`src/rtl/core/ctks_pkg.sv`:
```
// Package with shared constants, types and key tables of the keystroke sequencer.
`default_nettype none
package ctks_pkg;

  localparam int CODE_BITS = 21;
  localparam int NDIG      = (CODE_BITS + 3) / 4;
  localparam int CW        = 4 * NDIG;
  localparam int ND_W      = $clog2(NDIG + 1);
  localparam int IDX_W     = (NDIG > 1) ? $clog2(NDIG) : 1;
  localparam int STEP_W    = $clog2(8 + 2 * NDIG);

  localparam logic [7:0] K_ENTER = 8'd28;
  localparam logic [7:0] K_BKSP  = 8'd14;
  localparam logic [7:0] K_TAB   = 8'd15;
  localparam logic [7:0] K_SPACE = 8'd57;
  localparam logic [7:0] K_CTRL  = 8'd29;
  localparam logic [7:0] K_SHIFT = 8'd42;
  localparam logic [7:0] K_U     = 8'd22;

  localparam logic EV_KEYCODE = 1'b0;
  localparam logic EV_KEYSYM  = 1'b1;

  typedef enum logic [1:0] {
    CLS_TAP,
    CLS_SYM,
    CLS_UNI
  } cls_t;

  typedef enum logic {
    ST_IDLE,
    ST_RUN
  } state_t;

  typedef struct packed {
    logic load;
    logic emit;
  } cmd_t;

  typedef struct packed {
    logic out_free;
    logic last;
  } sts_t;

  function automatic logic [7:0] hex_key(input logic [3:0] nib);
    logic [7:0] k;
    case (nib)
      4'h0: k = 8'd11;
      4'h1: k = 8'd2;
      4'h2: k = 8'd3;
      4'h3: k = 8'd4;
      4'h4: k = 8'd5;
      4'h5: k = 8'd6;
      4'h6: k = 8'd7;
      4'h7: k = 8'd8;
      4'h8: k = 8'd9;
      4'h9: k = 8'd10;
      4'ha: k = 8'd30;
      4'hb: k = 8'd48;
      4'hc: k = 8'd46;
      4'hd: k = 8'd32;
      4'he: k = 8'd18;
      4'hf: k = 8'd33;
      default: k = 8'd11;
    endcase
    return k;
  endfunction

endpackage
`default_nettype wire

```
`src/rtl/core/ctks_ctrl.sv`:
```
// Controller state machine and session-ready register of the keystroke sequencer.
`default_nettype none
module ctks_ctrl (
  input  wire logic          clk,
  input  wire logic          rst_n,
  input  wire logic          in_valid,
  output logic               in_ready,
  input  wire logic          cfg_valid,
  output logic               cfg_ready,
  input  wire logic          cfg_session_ready,
  input  wire ctks_pkg::sts_t sts,
  output ctks_pkg::cmd_t     cmd
);
  import ctks_pkg::*;

  state_t state_r, state_nxt;
  logic   session_ready_r, session_ready_nxt;

  always_ff @(posedge clk) begin
    if (!rst_n) begin
      state_r         <= ST_IDLE;
      session_ready_r <= 1'b0;
    end else begin
      state_r         <= state_nxt;
      session_ready_r <= session_ready_nxt;
    end
  end

  always_comb begin
    session_ready_nxt = session_ready_r;
    if (cfg_valid && cfg_ready) begin
      session_ready_nxt = cfg_session_ready;
    end
  end

  always_comb begin
    state_nxt = state_r;
    case (state_r)
      ST_IDLE: begin
        if (in_valid && session_ready_r) begin
          state_nxt = ST_RUN;
        end
      end
      ST_RUN: begin
        if (sts.out_free && sts.last) begin
          state_nxt = ST_IDLE;
        end
      end
      default: state_nxt = ST_IDLE;
    endcase
  end

  always_comb begin
    cfg_ready = 1'b1;
    in_ready  = 1'b0;
    cmd       = '0;
    case (state_r)
      ST_IDLE: begin
        in_ready = 1'b1;
        cmd.load = in_valid && session_ready_r;
      end
      ST_RUN: begin
        cmd.emit = sts.out_free;
      end
      default: begin
        in_ready = 1'b0;
      end
    endcase
  end

endmodule
`default_nettype wire

```
`src/rtl/core/ctks_dp.sv`:
```
// Datapath: item decode, event step counter, event generation and output register.
`default_nettype none
module ctks_dp (
  input  wire logic                     clk,
  input  wire logic                     rst_n,
  input  wire logic [ctks_pkg::CODE_BITS-1:0] in_char_code,
  input  wire ctks_pkg::cmd_t           cmd,
  output ctks_pkg::sts_t                sts,
  output logic                          out_valid,
  input  wire logic                     out_ready,
  output logic                          out_event_kind,
  output logic [7:0]                    out_key_value,
  output logic                          out_pressed,
  output logic                          out_last_event
);
  import ctks_pkg::*;

  logic [CW-1:0]     code_r;
  cls_t              cls_r;
  logic [7:0]        key_r;
  logic [ND_W-1:0]   nd_r;
  logic [STEP_W-1:0] step_r, last_step_r;

  logic              out_valid_r, out_valid_nxt;
  logic              kind_r;
  logic [7:0]        val_r;
  logic              press_r;
  logic              lastev_r;

  logic [CW-1:0]     code_in;
  cls_t              cls_in;
  logic [7:0]        key_in;
  logic [ND_W-1:0]   nd_in;

  logic [3:0]        nib [NDIG];
  logic              ev_kind;
  logic [7:0]        ev_val;
  logic              ev_press;
  logic [STEP_W-1:0] space_step, dig_pos;

  assign code_in = CW'(in_char_code);

  always_comb begin
    nd_in = ND_W'(1);
    for (int i = 0; i < NDIG; i++) begin
      if (code_in[4*i +: 4] != 4'h0) begin
        nd_in = ND_W'(i + 1);
      end
    end
  end

  always_comb begin
    cls_in = CLS_UNI;
    key_in = K_SPACE;
    if (code_in == CW'('h0D) || code_in == CW'('h0A)) begin
      cls_in = CLS_TAP;
      key_in = K_ENTER;
    end else if (code_in == CW'('h08)) begin
      cls_in = CLS_TAP;
      key_in = K_BKSP;
    end else if (code_in == CW'('h09)) begin
      cls_in = CLS_TAP;
      key_in = K_TAB;
    end else if (code_in == CW'('h20)) begin
      cls_in = CLS_TAP;
      key_in = K_SPACE;
    end else if (code_in >= CW'('h21) && code_in <= CW'('h7E)) begin
      cls_in = CLS_SYM;
      key_in = code_in[7:0];
    end
  end

  always_ff @(posedge clk) begin
    if (cmd.load) begin
      code_r <= code_in;
      cls_r  <= cls_in;
      key_r  <= key_in;
      nd_r   <= nd_in;
      step_r <= '0;
      if (cls_in == CLS_UNI) begin
        last_step_r <= STEP_W'(7) + (STEP_W'(nd_in) << 1);
      end else begin
        last_step_r <= STEP_W'(1);
      end
    end else if (cmd.emit) begin
      step_r <= step_r + STEP_W'(1);
    end
  end

  for (genvar g = 0; g < NDIG; g++) begin : g_nib
    assign nib[g] = code_r[4*g +: 4];
  end

  assign space_step = STEP_W'(6) + (STEP_W'(nd_r) << 1);
  assign dig_pos    = STEP_W'(nd_r) - STEP_W'(1) - ((step_r - STEP_W'(6)) >> 1);

  always_comb begin
    ev_kind  = EV_KEYCODE;
    ev_val   = key_r;
    ev_press = ~step_r[0];
    case (cls_r)
      CLS_TAP: begin
        ev_val = key_r;
      end
      CLS_SYM: begin
        ev_kind = EV_KEYSYM;
      end
      CLS_UNI: begin
        if (step_r < STEP_W'(6)) begin
          case (step_r[2:0])
            3'd0: begin ev_val = K_CTRL;  ev_press = 1'b1; end
            3'd1: begin ev_val = K_SHIFT; ev_press = 1'b1; end
            3'd2: begin ev_val = K_U;     ev_press = 1'b1; end
            3'd3: begin ev_val = K_U;     ev_press = 1'b0; end
            3'd4: begin ev_val = K_SHIFT; ev_press = 1'b0; end
            default: begin ev_val = K_CTRL; ev_press = 1'b0; end
          endcase
        end else if (step_r >= space_step) begin
          ev_val = K_SPACE;
        end else begin
          ev_val = hex_key(nib[dig_pos[IDX_W-1:0]]);
        end
      end
      default: begin
        ev_val = key_r;
      end
    endcase
  end

  always_comb begin
    out_valid_nxt = out_valid_r;
    if (cmd.emit) begin
      out_valid_nxt = 1'b1;
    end else if (out_ready) begin
      out_valid_nxt = 1'b0;
    end
  end

  always_ff @(posedge clk) begin
    if (!rst_n) begin
      out_valid_r <= 1'b0;
    end else begin
      out_valid_r <= out_valid_nxt;
    end
  end

  always_ff @(posedge clk) begin
    if (cmd.emit) begin
      kind_r   <= ev_kind;
      val_r    <= ev_val;
      press_r  <= ev_press;
      lastev_r <= (step_r == last_step_r);
    end
  end

  assign sts.out_free   = !out_valid_r || out_ready;
  assign sts.last       = (step_r == last_step_r);
  assign out_valid      = out_valid_r;
  assign out_event_kind = kind_r;
  assign out_key_value  = val_r;
  assign out_pressed    = press_r;
  assign out_last_event = lastev_r;

endmodule
`default_nettype wire

```
`src/rtl/core/char_to_keystroke_sequencer_unit.sv`:
```
// Top level of the character-to-keystroke sequencer.
// The input channel (in_valid/in_ready/in_char_code) takes one code point per word.
// The result channel (out_valid/out_ready and out_* fields) gives one key event
// per word; out_last_event marks the final event of a character's run.
// The configuration channel (cfg_valid/cfg_ready/cfg_session_ready) writes the
// session-ready bit; cfg_ready is always high. While that bit is low, accepted
// words are dropped and produce no events.
// A character is taken and then produces one event per cycle while the output
// register is free: two events for keycode taps and printable keysyms, and 8 + 2*d
// events for the Ctrl+Shift+U entry, where d is the number of hex digits (at most 6,
// so at most 20 events). After the accept the controller enters its run state and
// loads each event into the output register; the event counter in the datapath
// walks the run one step per cycle while that register is free, and in_ready stays
// low until the last event has been loaded into the output register.
// The output register decouples the sides: a new character is accepted while
// the last event of the previous one still waits. When the receiver stalls,
// the sequence pauses and the held word stays unchanged.
// Reset clears the state machine, the output valid and the session-ready bit.
`default_nettype none
module char_to_keystroke_sequencer_unit (
  input  wire logic                           clk,
  input  wire logic                           rst_n,
  input  wire logic                           in_valid,
  output logic                                in_ready,
  input  wire logic [ctks_pkg::CODE_BITS-1:0] in_char_code,
  output logic                                out_valid,
  input  wire logic                           out_ready,
  output logic                                out_event_kind,
  output logic [7:0]                          out_key_value,
  output logic                                out_pressed,
  output logic                                out_last_event,
  input  wire logic                           cfg_valid,
  output logic                                cfg_ready,
  input  wire logic                           cfg_session_ready
);
  import ctks_pkg::*;

  cmd_t cmd;
  sts_t sts;

  ctks_ctrl u_ctrl (
    .clk               (clk),
    .rst_n             (rst_n),
    .in_valid          (in_valid),
    .in_ready          (in_ready),
    .cfg_valid         (cfg_valid),
    .cfg_ready         (cfg_ready),
    .cfg_session_ready (cfg_session_ready),
    .sts               (sts),
    .cmd               (cmd)
  );

  ctks_dp u_dp (
    .clk            (clk),
    .rst_n          (rst_n),
    .in_char_code   (in_char_code),
    .cmd            (cmd),
    .sts            (sts),
    .out_valid      (out_valid),
    .out_ready      (out_ready),
    .out_event_kind (out_event_kind),
    .out_key_value  (out_key_value),
    .out_pressed    (out_pressed),
    .out_last_event (out_last_event)
  );

endmodule
`default_nettype wire

```
`config.mk`:
```
export PLATFORM = sky130hd
export DESIGN_NAME = char_to_keystroke_sequencer_unit
export DESIGN_NICKNAME = d
export VERILOG_FILES = /design/src/rtl/core/ctks_pkg.sv /design/src/rtl/core/ctks_ctrl.sv /design/src/rtl/core/ctks_dp.sv /design/src/rtl/core/char_to_keystroke_sequencer_unit.sv
export SDC_FILE = /design/constraint.sdc
export NUM_CORES = 1
export LEC_CHECK = 0
export ABC_CLOCK_PERIOD_IN_PS = 3600
export BUFFER_PORTS_ARGS = -buffer_cell sky130_fd_sc_hd__buf_2
export CAP_MARGIN = 20
export CORE_ASPECT_RATIO = 1.75
export CORE_UTILIZATION = 45
export CTS_CLUSTER_DIAMETER = 200
export CTS_CLUSTER_SIZE = 28
export DETAILED_ROUTE_END_ITERATION = 8
export PLACE_DENSITY_LB_ADDON = 0.3
export SLEW_MARGIN = 20
export SYNTH_ARGS = -nofsm -noshare
export SYNTH_HDL_FRONTEND = slang
export SYNTH_SLANG_ARGS = --single-unit
```
`constraint.sdc`:
```
create_clock -name clk -period 3.6 [get_ports clk]
set_clock_uncertainty 0.1 [all_clocks]
set_input_delay 0.54 -clock clk [delete_from_list [all_inputs] [get_ports clk]]
set_output_delay 0.54 -clock clk [all_outputs]
set_load 0.005 [all_outputs]
```
==> results of run 1 <==
-- power groups by stage --
stage | sequential, mW | clock [mW] | combinational (mW)
floorplan | 0.786 | 0 | 0.569
global placement | 0.782 | 0 | 0.709
detailed placement | 0.782 | 0 | 0.739
CTS | 0.768 | 0.714 | 0.742
global route | 0.772 | 0.741 | 0.811
finish | 0.769 | 0.707 | 0.746
-- worst max-delay path: stages (launching register included) --
cell,delay (ns)
dfxtp_1,0.33
inv_1,0.09
ha_1,0.32
fa_1,0.67
mux4_2,0.34
mux2i_1,0.27
inv_1,0.12
ha_1,0.24
inv_1,0.12
mux2i_1,0.08
o21ai_0,0.18
a21oi_1,0.09
o22a_1,0.17
-- cell usage after synthesis (2+ instances only) --
master,number,area share (%)
nand2_1,11,1.4
and2_1,7,1.5
a211oi_1,4,1.0
edfxtp_1,49,50
xnor2_1,4,1.2
o211ai_1,2,0.51
nor4_1,4,0.85
nand4_1,2,0.42
a21oi_1,14,2.4
buf_4,2,0.51
ha_1,17,7.2
mux4_2,4,3.0
o21ai_0,9,1.5
inv_1,21,2.7
nor2b_1,8,1.7
dfxtp_1,8,5.4
xor2_1,7,2.1
nor3_1,4,0.68
a21o_1,6,1.5
conb_1,2,0.25
a21boi_0,2,0.51
or4_1,2,0.51
nor2_1,18,2.3
nand2b_1,4,0.85
mux2i_1,6,2.0
nand3_1,4,0.68
mux2i_2,2,0.93
mux2_2,2,0.76
xnor2_2,2,1.1
buf_6,2,0.76
-- metal layers --
metal | up-vias | global-route usage (%)
li1 | 977 | -
met1 | 927 | 18.5
met2 | 72 | 31.9
met3 | 18 | 3.14
met4 | 0 | 14.1
met5 | - | 0
-- path summary, 6_finish.rpt --
check,end,start,slack (ns)
max reg2reg,u_dp.out_key_value[0]$_DFFE_PP_,u_dp.step_r[1]$_SDFFE_PP0P_,0.23
max,u_dp.out_key_value[0]$_DFFE_PP_,u_dp.step_r[1]$_SDFFE_PP0P_,0.23
min,u_dp.code_r[15]$_DFFE_PP_,in_char_code[15],0.29
min reg2reg,u_dp.out_key_value[7]$_SDFFCE_PN0P_,u_dp.key_r[7]$_SDFFCE_PP0P_,0.42
-- placed cells by master, fill, tap and decap left out, drive strengths merged --
cell type,instances
mux2,2
clkinv,2
o311ai,1
nor2b,8
nor4,4
o211ai,2
o22a,1
mux2i,8
o21bai,1
o32a,1
a211oi,4
a21boi,2
bufinv,3
o21ai,11
nor2,18
a32o,1
and2,7
or4,2
xnor2,6
edfxtp,49
nand3,4
nand2b,5
fa,1
buf,45
a211o,1
a21o,6
conb,2
a221o,1
nor3,4
clkinvlp,1
clkbuf,10
mux4,4
xor2,7
ha,17
dfxtp,8
a21oi,14
nand4,2
nand2,11
inv,21
a31oi,1
-- logic make-up after synthesis --
group                    Yosys count  share of synthesized area [%]
AND/OR/NAND/NOR                   65                           11.3
flip-flops                        57                           55.2
AO/OA/AOI/OAI                     47                           10.3
buffers and inverters             25                           3.94
adder cells (fa/ha/maj)           18                           7.87
multiplexers                      14                           6.77
XOR/XNOR                          13                           4.36
other                              2                          0.254
-- per-stage QoR --
stage               worst slack, ns  hold WS [ns]  area [sq um]  cells
floorplan                     0.331         0.382          2960    241
global placement              0.352         0.405          3260    362
detailed placement            0.234         0.418          3260    362
CTS                           0.232         0.282          3490    378
global route                 0.0143         0.278          3490    378
finish                        0.228         0.293          3490    378
-- sequential cells by signal, indices dropped and copies added (netlist names), 2 cells and up --
signal	cells
u_dp.cls_r	2
u_dp.step_r	5
u_dp.key_r	8
u_dp.last_step_r	4
u_dp.nd_r	3
u_dp.out_key_value	8
u_dp.code_r	21
-- layout make-up --
| cell class | instances | area [sq um] | share of cell area, % |
|---|---|---|---|
| repair buffers | 45 | 240 | 6.88 |
| multi-input cells | 159 | 1210 | 34.6 |
| clock inverters | 6 | 106 | 3.05 |
| inverters | 21 | 78.8 | 2.26 |
| flip-flops and latches | 57 | 1630 | 46.7 |
| clock buffers | 10 | 128 | 3.65 |
| well taps | 80 | 100 | 2.87 |
==> reports/metrics.cfg, run 1 <==
[outcome]
status=complete, no violations

[clocking]
cts_tree=yes
htreeDepth=3
numCtsBuffers=9
cts_num_sinks=57
post-cts-setup-buffers=0
cts_root_buffer=clkbuf_8
cts.clk_slew.worst_paths_ns=0.07
cts_resized=0
hold_buffers=0
insertion_delay_ns=0.33
clockBufferDepth=2

[timing]
tightest_slew_ns=0.600
fmax_mhz=297
finalCritPeriodShare_pct=93.7
fin_tns_setup_ns=0
rsz0062_at_grt=false
hold_viol_final=0
finalSetupViolCount=0
period_minus_slack_ns=3.37
drv_slew=0
slew_headroom_pct=59.7

[yosys]
synth_warnings=0
avgSynthCellArea_sq_um=12.3
async_flop_share_pct=0
synth_edf_count=49
synthCells=241
ys_ff_latch=57
synth_cell_types=42
netlist_area_sq_mm=0.00296
synthFlopType=edfxtp_1
syn_nets=286
seq_area_frac_synth_pct=55.2

[die]
die_h_um=109
die_x_um=63.3
pin_count=41
rows=38
core-area_sq_mm=0.00628
die_area_sq_mm=0.00691
initial_core_util_pct=47.1

[setup_path]
crit_required_ns=3.58
crit_type=reg -> reg
path_max_fanout=6
endpoint_kind=register
arrival_ns=3.35
ff2ff_path_depth=12
startpoint_type=register

[grt]
grt_pass1_vias=1943
antenna_found_initial=0
grt_first_pass_wirelength_mm=9.04
globalRouteTotalUtil_pct=18.0
grt_max_degree=41
overflow=0

[drt]
vias=1994
met3WireLength_um=217
routed_wl_mm=5.65
wl_met1_mm=2.21
detail_route.first_pass.iterations=4
top_layer_used=met4
wl_per_cell_um=14.9
first_iter_violations=108
ant_nets=0
routed_via_density=5.28
drt_drc_violations_left=0
dr_wl_met2_mm=2.99

[pwr]
internal_power_mw=1.54
seqPwrFrac_pct=34.6
p_clk_share_pct=31.8
power.density_mw_per_mm2=636
netSwitchingPower_mw=0.681
total_power_mw=2.22
p_leak_nw=1.42
ir_worst_vdd_mv=0.238
switching_share_pct=30.7
pwr-share-comb_pct=33.6

[hold_path]
whs_path_depth=1
hp-class=in -> reg

[flow_run]
cap_violations=0

[cells_and_area]
area_growth_pct=18.2
final_core_util_pct=55.6
nFillCells=570
n_antenna_cell=0
fin_nets=338
final_layout_size_suffix_gt1_share_pct=23.8

[placement]
hpwl_mm=4.22
port_buffers=39
globalplace.congestion=0.862

No activity file was read; power rests on OpenSTA's default activity.
==> inputs of run 2 (changes only) <==
CTS_BUF_LIST = sky130_fd_sc_hd__clkbuf_16   (was unset)
==> run 2 against run 1 <==
Effect of this change: combinational power about the same; sequential cell count unchanged; non-clock buffer count stayed put; worst setup slack got worse by 0.0058 ns; design area rose by 2.9%; global-route usage is 0.21 points lower; final cell count unchanged; clock power grew 34%; first-iteration DRC count shrank 4.6%; critical path depth grew 1; largest cell class unchanged.
==> reports/metrics.cfg, run 2 (synthesized netlist as in run 1, its figures left out) <==
[clocking]
hold_buffers=0
numCtsBuffers=9
htreeDepth=3
post-cts-setup-buffers=0
cts_num_sinks=57
insertion_delay_ns=0.32
cts_resized=0
cts.clk_slew.worst_paths_ns=0.05
cts_root_buffer=clkbuf_16
clockBufferDepth=2
cts_tree=yes

[timing]
tightest_slew_ns=0.584
rsz0062_at_grt=false
hold_viol_final=0
period_minus_slack_ns=3.38
finalSetupViolCount=0
fmax_mhz=296
finalCritPeriodShare_pct=93.8
slew_headroom_pct=60.7
fin_tns_setup_ns=0
drv_slew=0

[drt]
vias=1995
routed_via_density=5.28
routed_wl_mm=5.62
ant_nets=0
drt_drc_violations_left=0
detail_route.first_pass.iterations=4
wl_per_cell_um=14.9
first_iter_violations=103

[cells_and_area]
largest_register_ffs=21
final_layout_size_suffix_gt1_share_pct=23.8
nFillCells=559
n_antenna_cell=0
final_cell_mix=edfxtp_1 (49), buf_2 (39), inv_1 (22)
mostFrequentLayoutCell=edfxtp_1
fin_nets=338
area_growth_pct=21.6
top_register=u_dp.code_r

[setup_path]
crit_chain=inv_1, ha_1, fa_1, xnor2_1, xnor2_2, mux2i_1, inv_1, ha_1, inv_1, mux2i_1, o21ai_0, a21oi_1, o22a_1
cp_top_family=adder cells
crit_type=reg -> reg
slowest_stage=fa_1
max_stage_delay_ns=0.38
arrival_ns=3.35
startpoint_type=register
cp_num_buf_inv=3
endpoint_kind=register
crit_top_cell=inv_1
crit_required_ns=3.57
path_max_fanout=4

[outcome]
status=complete, no violations

[hold_path]
hp-class=in -> reg

[pwr]
ir_worst_vdd_mv=0.397
p_leak_nw=1.47
power.density_mw_per_mm2=685
total_power_mw=2.46

[die]
pin_count=41
rows=38
core-area_sq_mm=0.00628
die_area_sq_mm=0.00691
die_x_um=63.3
die_h_um=109
initial_core_util_pct=47.1

[grt]
grt_first_pass_wirelength_mm=8.92
overflow=0
globalRouteTotalUtil_pct=17.8
antenna_found_initial=0
grt_max_degree=41
grt_pass1_vias=1925

[placement]
globalplace.congestion=0.862
hpwl_mm=4.22
port_buffers=39

[flow_run]
cap_violations=0

-- run 2: final timing paths --
check	startpoint	endpoint	slack, ns	depth (start not counted)
worst min register to register	u_dp.key_r[7]$_SDFFCE_PP0P_	u_dp.out_key_value[7]$_SDFFCE_PN0P_	0.42	1
worst max-delay path	u_dp.step_r[1]$_SDFFE_PP0P_	u_dp.out_key_value[0]$_DFFE_PP_	0.22	13
worst max register to register	u_dp.step_r[1]$_SDFFE_PP0P_	u_dp.out_key_value[0]$_DFFE_PP_	0.22	13
worst min-delay path	in_char_code[15]	u_dp.code_r[15]$_DFFE_PP_	0.31	1
-- run 2: cell type report --
type	instances	area, sq um	share of cell area (%)
Clock buffer	9	225	6.27
Clock inverter	7	110	3.06
Inverter	21	78.8	2.19
Multi-Input combinational cell	159	1210	33.6
Sequential cell	57	1630	45.4
Tap cell	80	100	2.79
Timing Repair Buffer	45	240	6.69
-- run 2: layer usage --
layer	GRT usage (%)	share of wire (%)
met1	18.2	39
met2	31.4	53
met3	3.77	3.6
met4	13.5	4.2
met5	0	0
-- run 2: through the flow --
step / area [sq um] / hold WS [ns] / util, % / worst slack [ns] / instances
2_1_floorplan: 2960 / 0.382 / - / 0.331 / 241
3_3_place_gp: 3260 / 0.405 / 51.9 / 0.352 / 362
3_5_place_dp: 3260 / 0.418 / 51.9 / 0.234 / 362
4_1_cts: 3590 / 0.300 / 57.3 / 0.249 / 378
5_1_grt: 3590 / 0.300 / 57.3 / 0.0124 / 378
6_report: 3590 / 0.310 / 57.3 / 0.222 / 378
-- run 2: power breakdown --
group | total [mW] | switching [mW] | internal [mW]
clock | 0.945 | 0.277 | 0.668
sequential | 0.770 | 0.0187 | 0.751
combinational | 0.745 | 0.410 | 0.335
total | 2.46 | 0.706 | 1.75
